--- src/rtl/core/swmf_pkg.sv ---
// swmf_pkg: constants, types and sequencer states for the sliding window median filter
// no dependencies; used by swmf_cmp and sliding_window_median_filter_unit
package swmf_pkg;

    localparam int MAX_WINDOW  = 63;
    localparam int SAMPLE_BITS = 16;
    localparam int RESULT_CAP  = 32;
    localparam int SEEN_MAX    = 127;
    localparam int WL_W        = 6;
    localparam int WIN_AW      = $clog2(MAX_WINDOW);
    localparam int CNT_W       = $clog2(MAX_WINDOW + 1);
    localparam int SEEN_W      = $clog2(SEEN_MAX + 1);
    localparam int RES_W       = $clog2(RESULT_CAP + 1);
    localparam int TOT_W       = CNT_W + 1;

    typedef logic signed [SAMPLE_BITS-1:0] sample_t;

    typedef enum logic [2:0] {
        ST_IDLE,
        ST_CAND_ADDR,
        ST_CAND_LATCH,
        ST_SCAN,
        ST_CHECK,
        ST_EMIT
    } state_t;

    typedef struct packed {
        logic clr;
        logic en;
    } cmp_ctrl_t;

endpackage

--- src/rtl/core/swmf_ram.sv ---
// swmf_ram: generic single write port, single read port ram with registered read
// no dependencies
module swmf_ram #(
    parameter int WIDTH = 16,
    parameter int DEPTH = 64
) (
    input  logic                     clk,
    input  logic                     wr_en,
    input  logic [$clog2(DEPTH)-1:0] wr_addr,
    input  logic [WIDTH-1:0]         wr_data,
    input  logic [$clog2(DEPTH)-1:0] rd_addr,
    output logic [WIDTH-1:0]         rd_data
);

    logic [WIDTH-1:0] mem [DEPTH];
    logic [WIDTH-1:0] rd_data_reg;

    always_ff @(posedge clk)
    begin
        if (wr_en)
        begin
            mem[wr_addr] <= wr_data;
        end
        rd_data_reg <= mem[rd_addr];
    end

    assign rd_data = rd_data_reg;

endmodule

--- src/rtl/core/swmf_cmp.sv ---
// swmf_cmp: shared signed compare unit with rank counters (below and not-above)
// depends on swmf_pkg
module swmf_cmp (
    input  logic                       clk,
    input  logic                       rst_n,
    input  swmf_pkg::cmp_ctrl_t        ctrl,
    input  swmf_pkg::sample_t          cand,
    input  swmf_pkg::sample_t          data,
    output logic [swmf_pkg::CNT_W-1:0] below_cnt,
    output logic [swmf_pkg::CNT_W-1:0] nabove_cnt
);

    logic [swmf_pkg::CNT_W-1:0] below_reg;
    logic [swmf_pkg::CNT_W-1:0] below_next;
    logic [swmf_pkg::CNT_W-1:0] nabove_reg;
    logic [swmf_pkg::CNT_W-1:0] nabove_next;
    logic                       lt;
    logic                       le;

    assign lt = data < cand;
    assign le = data <= cand;

    always_comb
    begin
        below_next  = below_reg;
        nabove_next = nabove_reg;
        if (ctrl.clr)
        begin
            below_next  = '0;
            nabove_next = '0;
        end
        else if (ctrl.en)
        begin
            below_next  = below_reg + swmf_pkg::CNT_W'(lt);
            nabove_next = nabove_reg + swmf_pkg::CNT_W'(le);
        end
    end

    always_ff @(posedge clk or negedge rst_n)
    begin
        if (!rst_n)
        begin
            below_reg  <= '0;
            nabove_reg <= '0;
        end
        else
        begin
            below_reg  <= below_next;
            nabove_reg <= nabove_next;
        end
    end

    assign below_cnt  = below_reg;
    assign nabove_cnt = nabove_reg;

endmodule

--- src/rtl/core/sliding_window_median_filter_unit.sv ---
// sliding_window_median_filter_unit: running median filter with edge padding
// depends on swmf_pkg, swmf_ram, swmf_cmp
//
//   channel   | valid         | stall         | payload
//   ----------+---------------+---------------+-----------------------------------
//   sample in | sample_valid  | sample_stall  | sample, last_sample
//   median out| median_valid  | median_stall  | median_value, run_last, stream_last
//   config    | window_length_wr (write enable, no stall) | window_length
//
// a request is taken while the sequencer is idle; if it yields medians, rank selection runs
// over the window ram through one comparator, its duration set by the candidate/scan
// loop over the single ram read port
// each result then takes one cycle unless median_stall holds it
// reset clears the sequencer, counters and sets window length to 5
// sample_stall is high from the cycle after a request that yields medians
// until its last result is taken
module sliding_window_median_filter_unit (
    input  logic                            clk,
    input  logic                            rst_n,
    input  logic                            window_length_wr,
    input  logic [swmf_pkg::WL_W-1:0]       window_length,
    input  logic                            sample_valid,
    output logic                            sample_stall,
    input  logic signed [swmf_pkg::SAMPLE_BITS-1:0] sample,
    input  logic                            last_sample,
    output logic                            median_valid,
    input  logic                            median_stall,
    output logic signed [swmf_pkg::SAMPLE_BITS-1:0] median_value,
    output logic                            run_last,
    output logic                            stream_last
);

    swmf_pkg::state_t            state_reg;
    swmf_pkg::state_t            state_next;
    logic [swmf_pkg::WL_W-1:0]   wl_reg;
    logic [swmf_pkg::WL_W-1:0]   wl_next;
    logic [swmf_pkg::SEEN_W-1:0] seen_reg;
    logic [swmf_pkg::SEEN_W-1:0] seen_next;
    logic [swmf_pkg::CNT_W-1:0]  ptr_reg;
    logic [swmf_pkg::CNT_W-1:0]  ptr_next;
    logic [swmf_pkg::CNT_W-1:0]  cand_idx_reg;
    logic [swmf_pkg::CNT_W-1:0]  cand_idx_next;
    logic [swmf_pkg::CNT_W-1:0]  j_reg;
    logic [swmf_pkg::CNT_W-1:0]  j_next;
    logic [swmf_pkg::RES_W-1:0]  total_reg;
    logic [swmf_pkg::RES_W-1:0]  total_next;
    logic [swmf_pkg::RES_W-1:0]  emit_cnt_reg;
    logic [swmf_pkg::RES_W-1:0]  emit_cnt_next;
    logic                        is_last_reg;
    logic                        is_last_next;
    swmf_pkg::sample_t           cand_reg;
    swmf_pkg::sample_t           cand_next;
    swmf_pkg::sample_t           median_reg;
    swmf_pkg::sample_t           median_next;

    logic [swmf_pkg::CNT_W-1:0]  w_eff;
    logic [swmf_pkg::CNT_W-1:0]  k_half;
    logic                        odd_w;
    logic [swmf_pkg::SEEN_W-1:0] seen_inc;
    logic [swmf_pkg::TOT_W-1:0]  copies;
    logic [swmf_pkg::TOT_W-1:0]  total_raw;
    logic [swmf_pkg::RES_W-1:0]  total_cap;
    logic [swmf_pkg::CNT_W-1:0]  ptr_inc;
    logic                        accept;
    logic                        found;
    logic                        emit_final;

    logic                        ram_we;
    logic [swmf_pkg::WIN_AW-1:0] ram_rd_addr;
    logic [swmf_pkg::SAMPLE_BITS-1:0] ram_rd_data;
    swmf_pkg::cmp_ctrl_t         cmp_ctrl;
    logic [swmf_pkg::CNT_W-1:0]  below_cnt;
    logic [swmf_pkg::CNT_W-1:0]  nabove_cnt;

    // effective window, clamped to 1..MAX_WINDOW
    always_comb
    begin
        if (wl_reg == '0)
        begin
            w_eff = swmf_pkg::CNT_W'(1);
        end
        else if (swmf_pkg::CNT_W'(wl_reg) > swmf_pkg::CNT_W'(swmf_pkg::MAX_WINDOW))
        begin
            w_eff = swmf_pkg::CNT_W'(swmf_pkg::MAX_WINDOW);
        end
        else
        begin
            w_eff = swmf_pkg::CNT_W'(wl_reg);
        end
    end

    assign k_half   = w_eff >> 1;
    assign odd_w    = w_eff[0];
    assign seen_inc = (seen_reg == swmf_pkg::SEEN_W'(swmf_pkg::SEEN_MAX)) ?
                      seen_reg : seen_reg + swmf_pkg::SEEN_W'(1);
    assign ptr_inc  = ptr_reg + swmf_pkg::CNT_W'(1);
    assign accept   = sample_valid && (state_reg == swmf_pkg::ST_IDLE);

    // head copies for the first usable window, none before it, one copy otherwise
    always_comb
    begin
        copies = '0;
        if (seen_inc >= swmf_pkg::SEEN_W'(w_eff))
        begin
            if (seen_inc == swmf_pkg::SEEN_W'(w_eff))
            begin
                copies = odd_w ? swmf_pkg::TOT_W'(k_half) + swmf_pkg::TOT_W'(1) : '0;
            end
            else if (!odd_w && (seen_inc == swmf_pkg::SEEN_W'(w_eff) + swmf_pkg::SEEN_W'(1)))
            begin
                copies = swmf_pkg::TOT_W'(k_half) + swmf_pkg::TOT_W'(1);
            end
            else
            begin
                copies = swmf_pkg::TOT_W'(1);
            end
        end
    end

    assign total_raw = (last_sample && (copies != '0)) ?
                       copies + swmf_pkg::TOT_W'(k_half) : copies;
    assign total_cap = (total_raw > swmf_pkg::TOT_W'(swmf_pkg::RESULT_CAP)) ?
                       swmf_pkg::RES_W'(swmf_pkg::RESULT_CAP) : swmf_pkg::RES_W'(total_raw);

    assign found      = (below_cnt <= k_half) && (k_half < nabove_cnt);
    assign emit_final = (emit_cnt_reg == total_reg - swmf_pkg::RES_W'(1));

    // next state
    always_comb
    begin
        state_next = state_reg;
        case (state_reg)
            swmf_pkg::ST_IDLE:
            begin
                if (accept && (copies != '0))
                begin
                    state_next = swmf_pkg::ST_CAND_ADDR;
                end
            end
            swmf_pkg::ST_CAND_ADDR:
            begin
                state_next = swmf_pkg::ST_CAND_LATCH;
            end
            swmf_pkg::ST_CAND_LATCH:
            begin
                state_next = swmf_pkg::ST_SCAN;
            end
            swmf_pkg::ST_SCAN:
            begin
                if (j_reg == w_eff)
                begin
                    state_next = swmf_pkg::ST_CHECK;
                end
            end
            swmf_pkg::ST_CHECK:
            begin
                state_next = found ? swmf_pkg::ST_EMIT : swmf_pkg::ST_CAND_ADDR;
            end
            swmf_pkg::ST_EMIT:
            begin
                if (!median_stall && emit_final)
                begin
                    state_next = swmf_pkg::ST_IDLE;
                end
            end
            default:
            begin
                state_next = swmf_pkg::ST_IDLE;
            end
        endcase
    end

    // datapath and outputs
    always_comb
    begin
        wl_next       = wl_reg;
        seen_next     = seen_reg;
        ptr_next      = ptr_reg;
        cand_idx_next = cand_idx_reg;
        j_next        = j_reg;
        total_next    = total_reg;
        emit_cnt_next = emit_cnt_reg;
        is_last_next  = is_last_reg;
        cand_next     = cand_reg;
        median_next   = median_reg;
        ram_we        = 1'b0;
        ram_rd_addr   = '0;
        cmp_ctrl      = '0;
        case (state_reg)
            swmf_pkg::ST_IDLE:
            begin
                if (accept)
                begin
                    ram_we        = 1'b1;
                    ptr_next      = (ptr_inc == w_eff) ? '0 : ptr_inc;
                    seen_next     = last_sample ? '0 : seen_inc;
                    total_next    = total_cap;
                    is_last_next  = last_sample;
                    cand_idx_next = '0;
                end
                if (window_length_wr)
                begin
                    wl_next   = window_length;
                    seen_next = '0;
                    ptr_next  = '0;
                end
            end
            swmf_pkg::ST_CAND_ADDR:
            begin
                ram_rd_addr = cand_idx_reg[swmf_pkg::WIN_AW-1:0];
            end
            swmf_pkg::ST_CAND_LATCH:
            begin
                cand_next    = $signed(ram_rd_data);
                ram_rd_addr  = '0;
                j_next       = swmf_pkg::CNT_W'(1);
                cmp_ctrl.clr = 1'b1;
            end
            swmf_pkg::ST_SCAN:
            begin
                cmp_ctrl.en = 1'b1;
                if (j_reg < w_eff)
                begin
                    ram_rd_addr = j_reg[swmf_pkg::WIN_AW-1:0];
                    j_next      = j_reg + swmf_pkg::CNT_W'(1);
                end
            end
            swmf_pkg::ST_CHECK:
            begin
                if (found)
                begin
                    median_next   = cand_reg;
                    emit_cnt_next = '0;
                end
                else
                begin
                    cand_idx_next = cand_idx_reg + swmf_pkg::CNT_W'(1);
                end
            end
            swmf_pkg::ST_EMIT:
            begin
                if (!median_stall)
                begin
                    emit_cnt_next = emit_cnt_reg + swmf_pkg::RES_W'(1);
                end
            end
            default:
            begin
                ram_we = 1'b0;
            end
        endcase
    end

    always_ff @(posedge clk or negedge rst_n)
    begin
        if (!rst_n)
        begin
            state_reg    <= swmf_pkg::ST_IDLE;
            wl_reg       <= swmf_pkg::WL_W'(5);
            seen_reg     <= '0;
            ptr_reg      <= '0;
            cand_idx_reg <= '0;
            j_reg        <= '0;
            total_reg    <= '0;
            emit_cnt_reg <= '0;
            is_last_reg  <= 1'b0;
            median_reg   <= '0;
        end
        else
        begin
            state_reg    <= state_next;
            wl_reg       <= wl_next;
            seen_reg     <= seen_next;
            ptr_reg      <= ptr_next;
            cand_idx_reg <= cand_idx_next;
            j_reg        <= j_next;
            total_reg    <= total_next;
            emit_cnt_reg <= emit_cnt_next;
            is_last_reg  <= is_last_next;
            median_reg   <= median_next;
        end
    end

    always_ff @(posedge clk)
    begin
        cand_reg <= cand_next;
    end

    swmf_ram #(
        .WIDTH (swmf_pkg::SAMPLE_BITS),
        .DEPTH (swmf_pkg::MAX_WINDOW)
    ) u_window_ram (
        .clk     (clk),
        .wr_en   (ram_we),
        .wr_addr (ptr_reg[swmf_pkg::WIN_AW-1:0]),
        .wr_data (sample),
        .rd_addr (ram_rd_addr),
        .rd_data (ram_rd_data)
    );

    swmf_cmp u_cmp (
        .clk        (clk),
        .rst_n      (rst_n),
        .ctrl       (cmp_ctrl),
        .cand       (cand_reg),
        .data       ($signed(ram_rd_data)),
        .below_cnt  (below_cnt),
        .nabove_cnt (nabove_cnt)
    );

    assign sample_stall = (state_reg != swmf_pkg::ST_IDLE);
    assign median_valid = (state_reg == swmf_pkg::ST_EMIT);
    assign median_value = median_reg;
    assign run_last     = median_valid && emit_final;
    assign stream_last  = run_last && is_last_reg;

    // no new request while results are pending
    a_no_accept_during_emit: assert property (
        @(posedge clk) disable iff (!rst_n)
        median_valid |-> sample_stall
    ) else $error("sample accepted while results pending");

    // result counter stays inside the run
    a_emit_in_range: assert property (
        @(posedge clk) disable iff (!rst_n)
        median_valid |-> (emit_cnt_reg < total_reg)
    ) else $error("result counter beyond run length");

    // rank counters are ordered when checked
    a_rank_order: assert property (
        @(posedge clk) disable iff (!rst_n)
        (state_reg == swmf_pkg::ST_CHECK) |-> (below_cnt < nabove_cnt)
    ) else $error("rank counters out of order");

    // the run ends after its last result is taken
    a_run_ends: assert property (
        @(posedge clk) disable iff (!rst_n)
        (median_valid && !median_stall && run_last) |=> !median_valid
    ) else $error("results continue past run end");

endmodule

--- config.mk ---
export PLATFORM = sky130hd
export DESIGN_NAME = sliding_window_median_filter_unit
export DESIGN_NICKNAME = d
export VERILOG_FILES = /design/src/rtl/core/swmf_pkg.sv /design/src/rtl/core/swmf_ram.sv /design/src/rtl/core/swmf_cmp.sv /design/src/rtl/core/sliding_window_median_filter_unit.sv
export SDC_FILE = /design/constraint.sdc
export NUM_CORES = 1
export LEC_CHECK = 0
export ABC_AREA = 1
export BUFFER_PORTS_ARGS = -buffer_cell sky130_fd_sc_hd__buf_2
export CAP_MARGIN = 25
export CORE_ASPECT_RATIO = 2
export CORE_MARGIN = 5
export CORE_UTILIZATION = 60
export DETAILED_ROUTE_END_ITERATION = 16
export PLACE_DENSITY = 0.76
export SLEW_MARGIN = 5
export SYNTH_ARGS = -nofsm -noshare
export SYNTH_HDL_FRONTEND = slang
export SYNTH_SLANG_ARGS = --single-unit
--- constraint.sdc ---
create_clock -name clk -period 6.7 [get_ports clk]
set_clock_uncertainty 0.15 [all_clocks]
set_input_delay 1.34 -clock clk [delete_from_list [all_inputs] [get_ports clk]]
set_output_delay 1.34 -clock clk [all_outputs]
set_load 0.01 [all_outputs]
* Word-level counts from Yosys, hierarchy flattened
Memories as Yosys holds them, arrays and structs flattened. A register that Yosys moved wholly into a read port is not among the register bits.
Cells that the tools add are included.
** Word-level totals
- Bits of input ports :: 28
- Word-level logic and storage cells :: 119
- Output and inout port bits :: 20
- Bits in registers :: 91
- Bits in writable memories :: 1008
- Memories :: 1
** Memories
- u_window_ram.mem :: depth 63, bits a word 16, rd ports 1, clocked after memory_dff 1, write ports 1, line swmf_ram.sv:15 : logic [WIDTH-1:0] mem [DEPTH];
** Operators by class
- Add/sub/neg operators :: 11
- Mux-type cells :: 40
- Equal/unequal tests :: 19
- Magnitude comparators :: 8
- Reductions and logical operators :: 27
** Operators by type and width (number)
- $mux 6 :: 17
- $mux 7 :: 8
- $pmux 6 s2 :: 4
- $add 6x1->6 const B :: 4
- $eq 6x6->1 :: 3
- $pmux 3 s6 :: 1
- $le 16x16->1 :: 1
- $lt 16x16->1 :: 1
- $add 6x1->6 :: 2
- $mux 3 :: 4
- $ne 2x2->1 const B :: 6
- $reduce_and 2->1 :: 5
- $reduce_bool 2->1 :: 5
- $reduce_and 3->1 :: 3
- $logic_and 1x1->1 :: 8
- $add 6x1->7 const B :: 1
- $add 7x1->7 const B :: 1
- $add 7x5->7 :: 1
- $eq 7x6->1 :: 1
- $eq 7x7->1 :: 1
- $eq 7x7->1 const B :: 1
- $ge 7x6->1 :: 1
- $gt 7x6->1 const B :: 1
- $reduce_bool 7->1 :: 1
- 15 further kinds :: 24

* Logic depth before layout (Yosys ltp)
Gate-level depths: netlist of run 1.
- Depth in word-level cells :: 14
- Mapped depth :: 30
- Mapped depth without buffers :: 30

* By module
Synthesis of run 1 repeated with hierarchy kept, for this count alone.
** Second synthesis, totals
- Cells, all modules :: 4237
- Area total of the unflattened synthesis :: 47317.9 sq um
** Modules (own cells, without submodules)
- swmf_ram :: area each 41172.0 sq um, instances 1, seq. area each 30589.3 sq um, cells each 3465
- sliding_window_median_filter_unit :: area each 5104.9 sq um, instances 1, seq. area each 2059.5 sq um, cells each 635
- swmf_cmp :: area each 1041.0 sq um, instances 1, seq. area each 300.3 sq um, cells each 137

* Worst setup path after synthesis of run 1
Ideal clock, no wire load.
- Kind :: register to register
- Start point :: register seen_reg[0] in the netlist's numbering
- End point :: register total_reg[0] in the netlist's numbering
- Stages on the path, launching flop included :: 28
- Required time :: 6.433 ns
- Data arrival time :: 3.300 ns
- Slack :: 3.133 ns
- Buffers on the path :: 1
- Path through :: dfrtp_1 > ha_1 > nand2_2 > nor2_4 > nand2_2 > buf_6 > nand3_2 > ha_1 > and3_1 > nand2_1 > nor2_1 > nand3_4 > nor2_2 > nor2_1 > and3_1 > ha_1 > nand2_1 > inv_1 > nand3_1 > nand3_1 > nand2_1 > nand3_1 > nand2_1 > nand2_1 > nand2_1 > nand2_2 > nand3_1 > nand2_1
** On the way
- Longest elaborated chain between the ends :: 12
- Elaborated cells on any way between the ends :: 16
** Ends and longest elaborated chain
- from (decl) :: line sliding_window_median_filter_unit.sv:37 : logic [swmf_pkg::SEEN_W-1:0] seen_reg;
- from (signal assigned) :: line sliding_window_median_filter_unit.sv:273 : seen_reg <= seen_next;
- $add 7x1->7 or $eq 7x7->1 (tied branches) :: line sliding_window_median_filter_unit.sv:95, sliding_window_median_filter_unit.sv:94
- $mux 7 * :: line sliding_window_median_filter_unit.sv:94 : assign seen_inc = (seen_reg == swmf_pkg::SEEN_W'(swmf_pkg::SEEN_MAX)) ?
- $eq 7x7->1 :: line sliding_window_median_filter_unit.sv:109 : else if (!odd_w && (seen_inc == swmf_pkg::SEEN_W'(w_eff) + swmf_pkg::SEEN_W'(1)))
- $logic_and 1x1->1 :: line sliding_window_median_filter_unit.sv:109
- $mux 6 :: line sliding_window_median_filter_unit.sv:109
- $mux 7 :: line sliding_window_median_filter_unit.sv:105 : if (seen_inc == swmf_pkg::SEEN_W'(w_eff))
- $mux 7 * :: line sliding_window_median_filter_unit.sv:103 : if (seen_inc >= swmf_pkg::SEEN_W'(w_eff))
- branches (longest 2 deep; another with $add 7x5->7)
- $mux 7 * :: line sliding_window_median_filter_unit.sv:120 : assign total_raw = (last_sample && (copies != '0)) ?
- $gt 7x6->1 :: line sliding_window_median_filter_unit.sv:122 : assign total_cap = (total_raw > swmf_pkg::TOT_W'(swmf_pkg::RESULT_CAP)) ?
- $mux 6 * :: line sliding_window_median_filter_unit.sv:122
- to (signal assigned) :: line sliding_window_median_filter_unit.sv:277 : total_reg <= total_next;
- to (decl) :: line sliding_window_median_filter_unit.sv:45 : logic [swmf_pkg::RES_W-1:0] total_reg;
Mark *: on every way between the ends.
A chain may end at the register's enable or synchronous reset.

* Final worst setup path of run 1
- Start point :: register wl_reg[1] in the netlist's numbering
- End point :: register u_window_ram.rd_data_reg[10], in the netlist u_window_ram.rd_data[10] (read register of u_window_ram.mem)
** On the way
- Longest elaborated chain between the ends :: 6
- Elaborated cells on any way between the ends :: 7
** Ends and longest elaborated chain
- from (decl) :: line sliding_window_median_filter_unit.sv:35 : logic [swmf_pkg::WL_W-1:0] wl_reg;
- from (signal assigned) :: line sliding_window_median_filter_unit.sv:259 : wl_reg <= swmf_pkg::WL_W'(5);
- from (signal assigned) :: line sliding_window_median_filter_unit.sv:272 : wl_reg <= wl_next;
- $gt 6x6->1 :: line sliding_window_median_filter_unit.sv:82 : else if (swmf_pkg::CNT_W'(wl_reg) > swmf_pkg::CNT_W'(swmf_pkg::MAX_WINDOW))
- $mux 6 :: line sliding_window_median_filter_unit.sv:82
- $mux 6 * :: line sliding_window_median_filter_unit.sv:78 : if (wl_reg == '0)
- $lt 6x6->1 * :: line sliding_window_median_filter_unit.sv:222 : if (j_reg < w_eff)
- $mux 6 * :: line sliding_window_median_filter_unit.sv:222
- $pmux 6 s2 * :: line sliding_window_median_filter_unit.sv:189 : case (state_reg)
- to (decl) :: line swmf_ram.sv:16 : logic [WIDTH-1:0] rd_data_reg;
Mark *: on every way between the ends. The rest lies on a longest branch, timed or not.

==> out/metrics.cfg, run 1 <==
[synthesis]
synth_area_leaders = edfxtp_1 67%, nand2_1 5.7%, dfrtp_1 4.0%, a21oi_1 3.5%, o22ai_1 2.7%
synth_warnings = 0
avgSynthCellArea_um2 = 12.4
synth_top_area_cell = edfxtp_1
synth_cells = 3705
yosys_register_bits = 1115
syn_area_um2 = 46000
synth_cell_types = 56
synth-async-reset-ratio_pct = 6.73
synth_nets = 3784
synth_top_cell_area_share_pct = 66.9
ys_seq_area_share_pct = 71.7
ys.flop_type = edfxtp_1
synth_edf_count = 1024

[power_and_ir_drop]
p_leak_nw = 16.9
p_comb_share_pct = 24.4
p_per_area_nw_per_um2 = 356
vdd_drop_max_mv = 0.215
netSwitchingPower_mw = 5.92
intPower_mw = 12.0
switching_share_pct = 32.9
pwr-share-seq_pct = 45.4
p_clk_share_pct = 30.2

[critical_path]
cp-end-kind = flop
worstPathCellList = nor2_1, nand3_1, nand2_1, ha_1, nand2_1, nand2_1, o211a_2, nand3_2, nand2_8, inv_8, buf_12, a21oi_1, a211oi_1, o21ai_0, nand3_1, nand3_1, nand2_1
crit_path_max_fanout = 117
cp_slowest_stage_delay_ns = 0.59
arrival_ns = 5.77
slowest_stage = nand3_1
crit_path_frequent_cell = nand2_1
critical_path_class = flop to flop
crit_required_ns = 7.13
worst_setup_path_start_kind = flop

[layout]
top_register = u_window_ram.mem
diodes = 0
drive_above_1_share_pct = 9.55
ff_latch_area_um2 = 32900
largest_register_ff_count = 1008
nNetsFinal = 3811
multi_input_area_um2 = 11600
fillers = 5271
area_growth_pct = 9.93

[timing]
hold_ws_ns = 0.320
period_needed_ns = 5.33
fin_setup_tns_ns = 0
worst_pin_slew_ns = 1.05
max-slew-margin-rel_pct = 30.1
rsz0062_at_grt = no
fin_crit_sh_pct = 79.6
setup_viol = 0
final_hold_viol_count = 0
slew_viol_final = 0
fmax_ghz = 0.188

[cts]
cts_resized = 0
path_clk_slew_ns = 0.07
cts-root-buf = clkbuf_16
cts_buffers = 90
clock_latency_ns = 0.71
postCtsSetupBuffers = 0
cts_tree = built
holdBufCountCts = 0
clk_path_buf_depth = 3
htreeDepth = 3
clkSinkCount = 1115

[placement]
place.gp.congestion = 0.933
dp_hpwl_mm = 77.1
port_buffers = 47

[floorplanning]
core_area_um2 = 76000
start_util_pct = 60.4
pin_count = 48
placementRows = 143
chipWidth_um = 206
die_h_um = 401
die_area_um2 = 82600

[global_routing]
overflow = 0
grtUsageMet3_pct = 5.85
grt_util_met2_pct = 51.2
gr-max-usage-layer = met2
grt_pass1_vias = 30800
grtUsageTotal_pct = 31.3
grt_max_degree = 165
met1_usage_pct = 35.2
grt_pass1_wl_mm = 192
antenna_found_initial = 1

[detailed_routing]
drt-pass1-iter-count = 7
dr.first_iter.drc_count = 4291
post-route-drc-count = 0
post_drt_via_cell_ratio = 6.51
ant_nets = 0
drt-total-wl_mm = 130
wl_per_cell_um = 26.9
vias = 31400

[min_path]
hp-class = flop to flop

[run_status]
status = finished, final reports clean

[flow_run]
drv_cap = 0

-- kinds of logic (layout without fill, tap and decap cells) --
kind of cell | Yosys count | after routing | share of synthesized area (%)
flip-flops | 1115 | 1115 | 71.7
AND/OR/NAND/NOR | 1195 | 1195 | 10.7
buffers and inverters | 357 | 462 | 3.30
adder cells (fa/ha/maj) | 51 | 51 | 1.39
multiplexers | 2 | 2 | 0.0572
XOR/XNOR | 20 | 20 | 0.381
AO/OA/AOI/OAI | 965 | 965 | 12.5
-- layout by cell type (no fill, tap or decap), types with 7 or more instances in the layout --
| master | instances |
|---|---|
| a211oi_1 | 101 |
| a21oi_1 | 324 |
| buf_12 | 11 |
| buf_2 | 46 |
| buf_4 | 106 |
| bufinv_16 | 8 |
| clkbuf_1 | 10 |
| clkbuf_16 | 92 |
| clkinv_1 | 15 |
| clkinv_2 | 26 |
| dfrtp_1 | 73 |
| dfxtp_1 | 16 |
| edfxtp_1 | 1024 |
| ha_1 | 51 |
| inv_1 | 113 |
| inv_2 | 8 |
| nand2_1 | 698 |
| nand2_2 | 7 |
| nand3_1 | 176 |
| nand3_2 | 10 |
| nand4_1 | 13 |
| nor2_1 | 251 |
| nor3_1 | 16 |
| o211ai_1 | 24 |
| o21ai_0 | 208 |
| o21bai_1 | 26 |
| o22ai_1 | 200 |
| o311ai_0 | 13 |
| o311ai_1 | 10 |
| o32ai_1 | 27 |
| xnor2_1 | 8 |
| xor2_1 | 12 |
-- metal layers --
layer	routed length [um]	vias to the layer above	share of wire, %
met5	20	-	0.015
li1	-	13700	-
met4	13700	2	11
met1	41300	15300	32
met3	11300	513	8.7
met2	63700	1861	49
-- area by class of cell --
cell class	instances	share of cell area, %
clock buffer	108	4.79
clock inverter	62	1.13
inverter	128	0.971
multi-input combinational	2233	22.9
sequential	1115	65.2
tap	1015	2.51
timing repair buffer	164	2.49
-- synthesized netlist by cell type, types with 16 or more instances --
cell type	count
edfxtp_1	1024
nand2_1	698
a21oi_1	324
nor2_1	253
o21ai_0	210
o22ai_1	202
nand3_1	176
buf_2	124
inv_1	113
a211oi_1	101
clkbuf_1	91
dfrtp_1	73
ha_1	51
o32ai_1	27
o21bai_1	26
o211ai_1	24
nor3_1	17
dfxtp_1	16
-- critical path, delay by kind of cell, from the launching register on --
family                   cells  cell delay, ns
AND/OR/NAND/NOR             10            2.43
AO/OA/AOI/OAI                4            0.90
buffers and inverters        2            0.72
flip-flops                   1            0.58
adder cells (fa/ha/maj)      1            0.22
-- power by group through the flow --
stage / sequential [mW] / clock [mW] / combinational, mW
floorplan: 8.15 / 0 / 2.86
global placement: 8.28 / 0 / 4.18
detailed placement: 8.29 / 0 / 4.27
CTS: 8.14 / 5.45 / 4.31
global route: 8.16 / 5.73 / 4.75
finish: 8.15 / 5.42 / 4.39
-- metrics by stage --
stage,cells,area (um^2),power (mW),setup slack (ns),util [%]
3_3_place_gp,4654,47500,12.5,1.71,62.5
4_1_cts,4824,50500,17.9,1.61,66.4
5_1_grt,4825,50500,18.6,1.26,66.4
6_report,4825,50500,18.0,1.37,66.4
2_1_floorplan,3705,46000,11.0,3.13,-
3_5_place_dp,4654,47500,12.6,1.68,62.5
-- final timing paths --
| kind | from | endpoint | slack (ns) | cells past startpoint |
|---|---|---|---|---|
| worst max-delay path | wl_reg[1] | u_window_ram.rd_data[10] | 1.37 | 17 |
| worst min-delay path | median_value[0] | median_value[0] | 0.32 | 2 |
| worst max register to register | wl_reg[1] | u_window_ram.rd_data[10] | 1.37 | 17 |
| worst min register to register | median_value[0] | median_value[0] | 0.32 | 2 |
| max in group asynchronous | rst_n | emit_cnt_reg[5] | 4.97 | 2 |
| min in group asynchronous | rst_n | seen_reg[2] | 0.35 | 1 |
Note: power is estimated with default switching activity, not from simulation.
==> inputs of run 2 (changes only) <==
Settings changed: CORE_UTILIZATION 60 to 57.
Clock period 6.7 ns to 4.6 ns, I/O delays scaled along.
==> out/metrics.cfg, run 2 (same netlist as run 1, synthesis figures left out) <==
[run_status]
status = finished, final reports clean

[global_routing]
overflow = 0  ; unchanged
grtUsageTotal_pct = 29.2  ; -2.1 points
grt_max_degree = 67  ; -59%
antenna_found_initial = 1  ; unchanged
grt_pass1_vias = 31700  ; +2.8%
grt_pass1_wl_mm = 191  ; -0.21%

[floorplanning]
die_h_um = 412  ; +2.5%
core_area_um2 = 80200  ; +5.5%
start_util_pct = 57.3  ; -3.1 points
pin_count = 48  ; unchanged
placementRows = 147  ; +2.8%
chipWidth_um = 211  ; +2.5%
die_area_um2 = 86700  ; +5.1%

[detailed_routing]
post-route-drc-count = 0  ; unchanged
drt-total-wl_mm = 128  ; -1.4%
ant_nets = 0  ; unchanged
wl_per_cell_um = 25.9  ; -4.0%
post_drt_via_cell_ratio = 6.40  ; -1.7%
dr.first_iter.drc_count = 4123  ; -3.9%
drt-pass1-iter-count = 6  ; -1
vias = 31700  ; +0.94%

[timing]
slew_viol_final = 0  ; unchanged
setup_viol = 0  ; unchanged
fin_crit_sh_pct = 94.9  ; +15 points
final_hold_viol_count = 0  ; unchanged
max-slew-margin-rel_pct = 33.2  ; +3.1 points
worst_pin_slew_ns = 1.00  ; -0.0425 ns
fin_setup_tns_ns = 0  ; unchanged
rsz0062_at_grt = no
fmax_ghz = 0.229  ; +22%
period_needed_ns = 4.36  ; -0.970 ns

[layout]
ff_latch_area_um2 = 32900  ; unchanged
area_growth_pct = 12.1
final_cell_area_um2 = 51500  ; +2.0%
drive_above_1_share_pct = 11.7  ; +2.1 points
fillers = 5741  ; +8.9%
largest_register_ff_count = 1008  ; unchanged
diodes = 0  ; unchanged
top_register = u_window_ram.mem
post-route-util_pct = 64.3  ; -2.2 points
final_common_cell = edfxtp_1
multi_input_area_um2 = 11600  ; about the same
layoutNonFillerInstCount = 4955  ; +2.7%
nNetsFinal = 3916  ; +2.8%
final_cell_mix = 1024 x edfxtp_1, 698 x nand2_1, 324 x a21oi_1

[power_and_ir_drop]
p_per_area_nw_per_um2 = 511  ; +44%
vdd_drop_max_mv = 0.309  ; +44%
p_leak_nw = 17.4  ; +3.3%
power_mw = 26.3  ; +47%

[placement]
place_area_um2 = 48600  ; +2.2%
dp_hpwl_mm = 80.8  ; +4.9%
place.gp.congestion = 0.914  ; -2.1%
port_buffers = 47  ; unchanged
post-place-cells = 4787  ; +2.9%

[critical_path]
ff2ff_setup_slack_ns = 0.24  ; -1.13 ns
arrival_ns = 4.75  ; -1.02 ns
worst_setup_path_start_kind = flop
cp-end-kind = flop
crit_path_max_fanout = 34  ; -71%
crit_required_ns = 4.99  ; -2.14 ns
critical_path_class = flop to flop

[cts]
cts_resized = 0  ; unchanged
cts_tree = built
path_clk_slew_ns = 0.07  ; about the same
cts_buffers = 89  ; -1.1%
holdBufCountCts = 0  ; unchanged
postCtsSetupBuffers = 0  ; unchanged
htreeDepth = 3  ; unchanged
clk_path_buf_depth = 3  ; unchanged
cts-root-buf = clkbuf_16
clkSinkCount = 1115  ; unchanged
clock_latency_ns = 0.66  ; -0.05 ns

[flow_run]
drv_cap = 0  ; unchanged

[min_path]
hp-class = input port to asynchronous set/reset pin

run 2: cell types whose count changed in the layout (fill, tap and decap cells not counted), sizes merged:
cell      before  now
buf          164  270
clkbuf       108  118
clkinv        46   37
clkinvlp       7    4
bufinv         8    6
run 2: area by class of cell:
cell class                 count  share of cell area, %
timing repair buffer         270                   4.48
tap                         1043                   2.53
clock buffer                 118                   4.79
clock inverter                48                  0.889
multi-input combinational   2233                   22.4
sequential                  1115                   63.9
inverter                     128                  0.952
run 2: worst paths after layout:
path	from	end	depth (start not counted)
max	wl_reg[2]	u_window_ram.rd_data[12]	18
min reg2reg	median_value[0]	median_value[0]	2
min in group clk	median_value[0]	median_value[0]	2
max in group asynchronous	rst_n	emit_cnt_reg[5]	2
max reg2reg	wl_reg[2]	u_window_ram.rd_data[12]	18
min	rst_n	seen_reg[5]	1
run 2: per-layer routing:
layer	vias up	part of all wire, %	GRT usage (%)
met4	0	8.6	20.5
met3	437	8.1	4.48
met2	1820	51	50.6
li1	13900	-	-
met5	-	0	0
met1	15500	32	32.7
run 2: worst max-delay path, cell delays in order (launching register included):
cell and delay (ns):
dfstp_2 0.60, inv_1 0.21, ha_1 0.32, o21ai_0 0.07, nor2_1 0.07, nand2_1 0.06, o211a_2 0.22, nand2_2 0.13
o22ai_4 0.29, buf_12 0.31, buf_12 0.22, buf_4 0.20, nand2_1 0.07, a21oi_1 0.12, a211oi_1 0.06, o21ai_0 0.19
nand3_1 0.39, nand3_1 0.42, nand2_1 0.09
run 2: where the power goes:
group / switching [mW] / internal [mW]
Sequential: 0.332 / 11.4
Clock: 3.57 / 4.16
Combinational: 4.61 / 2.22
Total: 8.52 / 17.8
run 2: through the flow:
| stage | hold slack [ns] | setup slack [ns] |
|---|---|---|
| 3_3_place_gp | 0.300 | 0.405 |
| 5_1_grt | 0.189 | 0.0220 |
| 6_report | 0.148 | 0.237 |
| 4_1_cts | 0.146 | 0.342 |
| 3_5_place_dp | 0.308 | 0.360 |
| 2_1_floorplan | 0.258 | 1.03 |
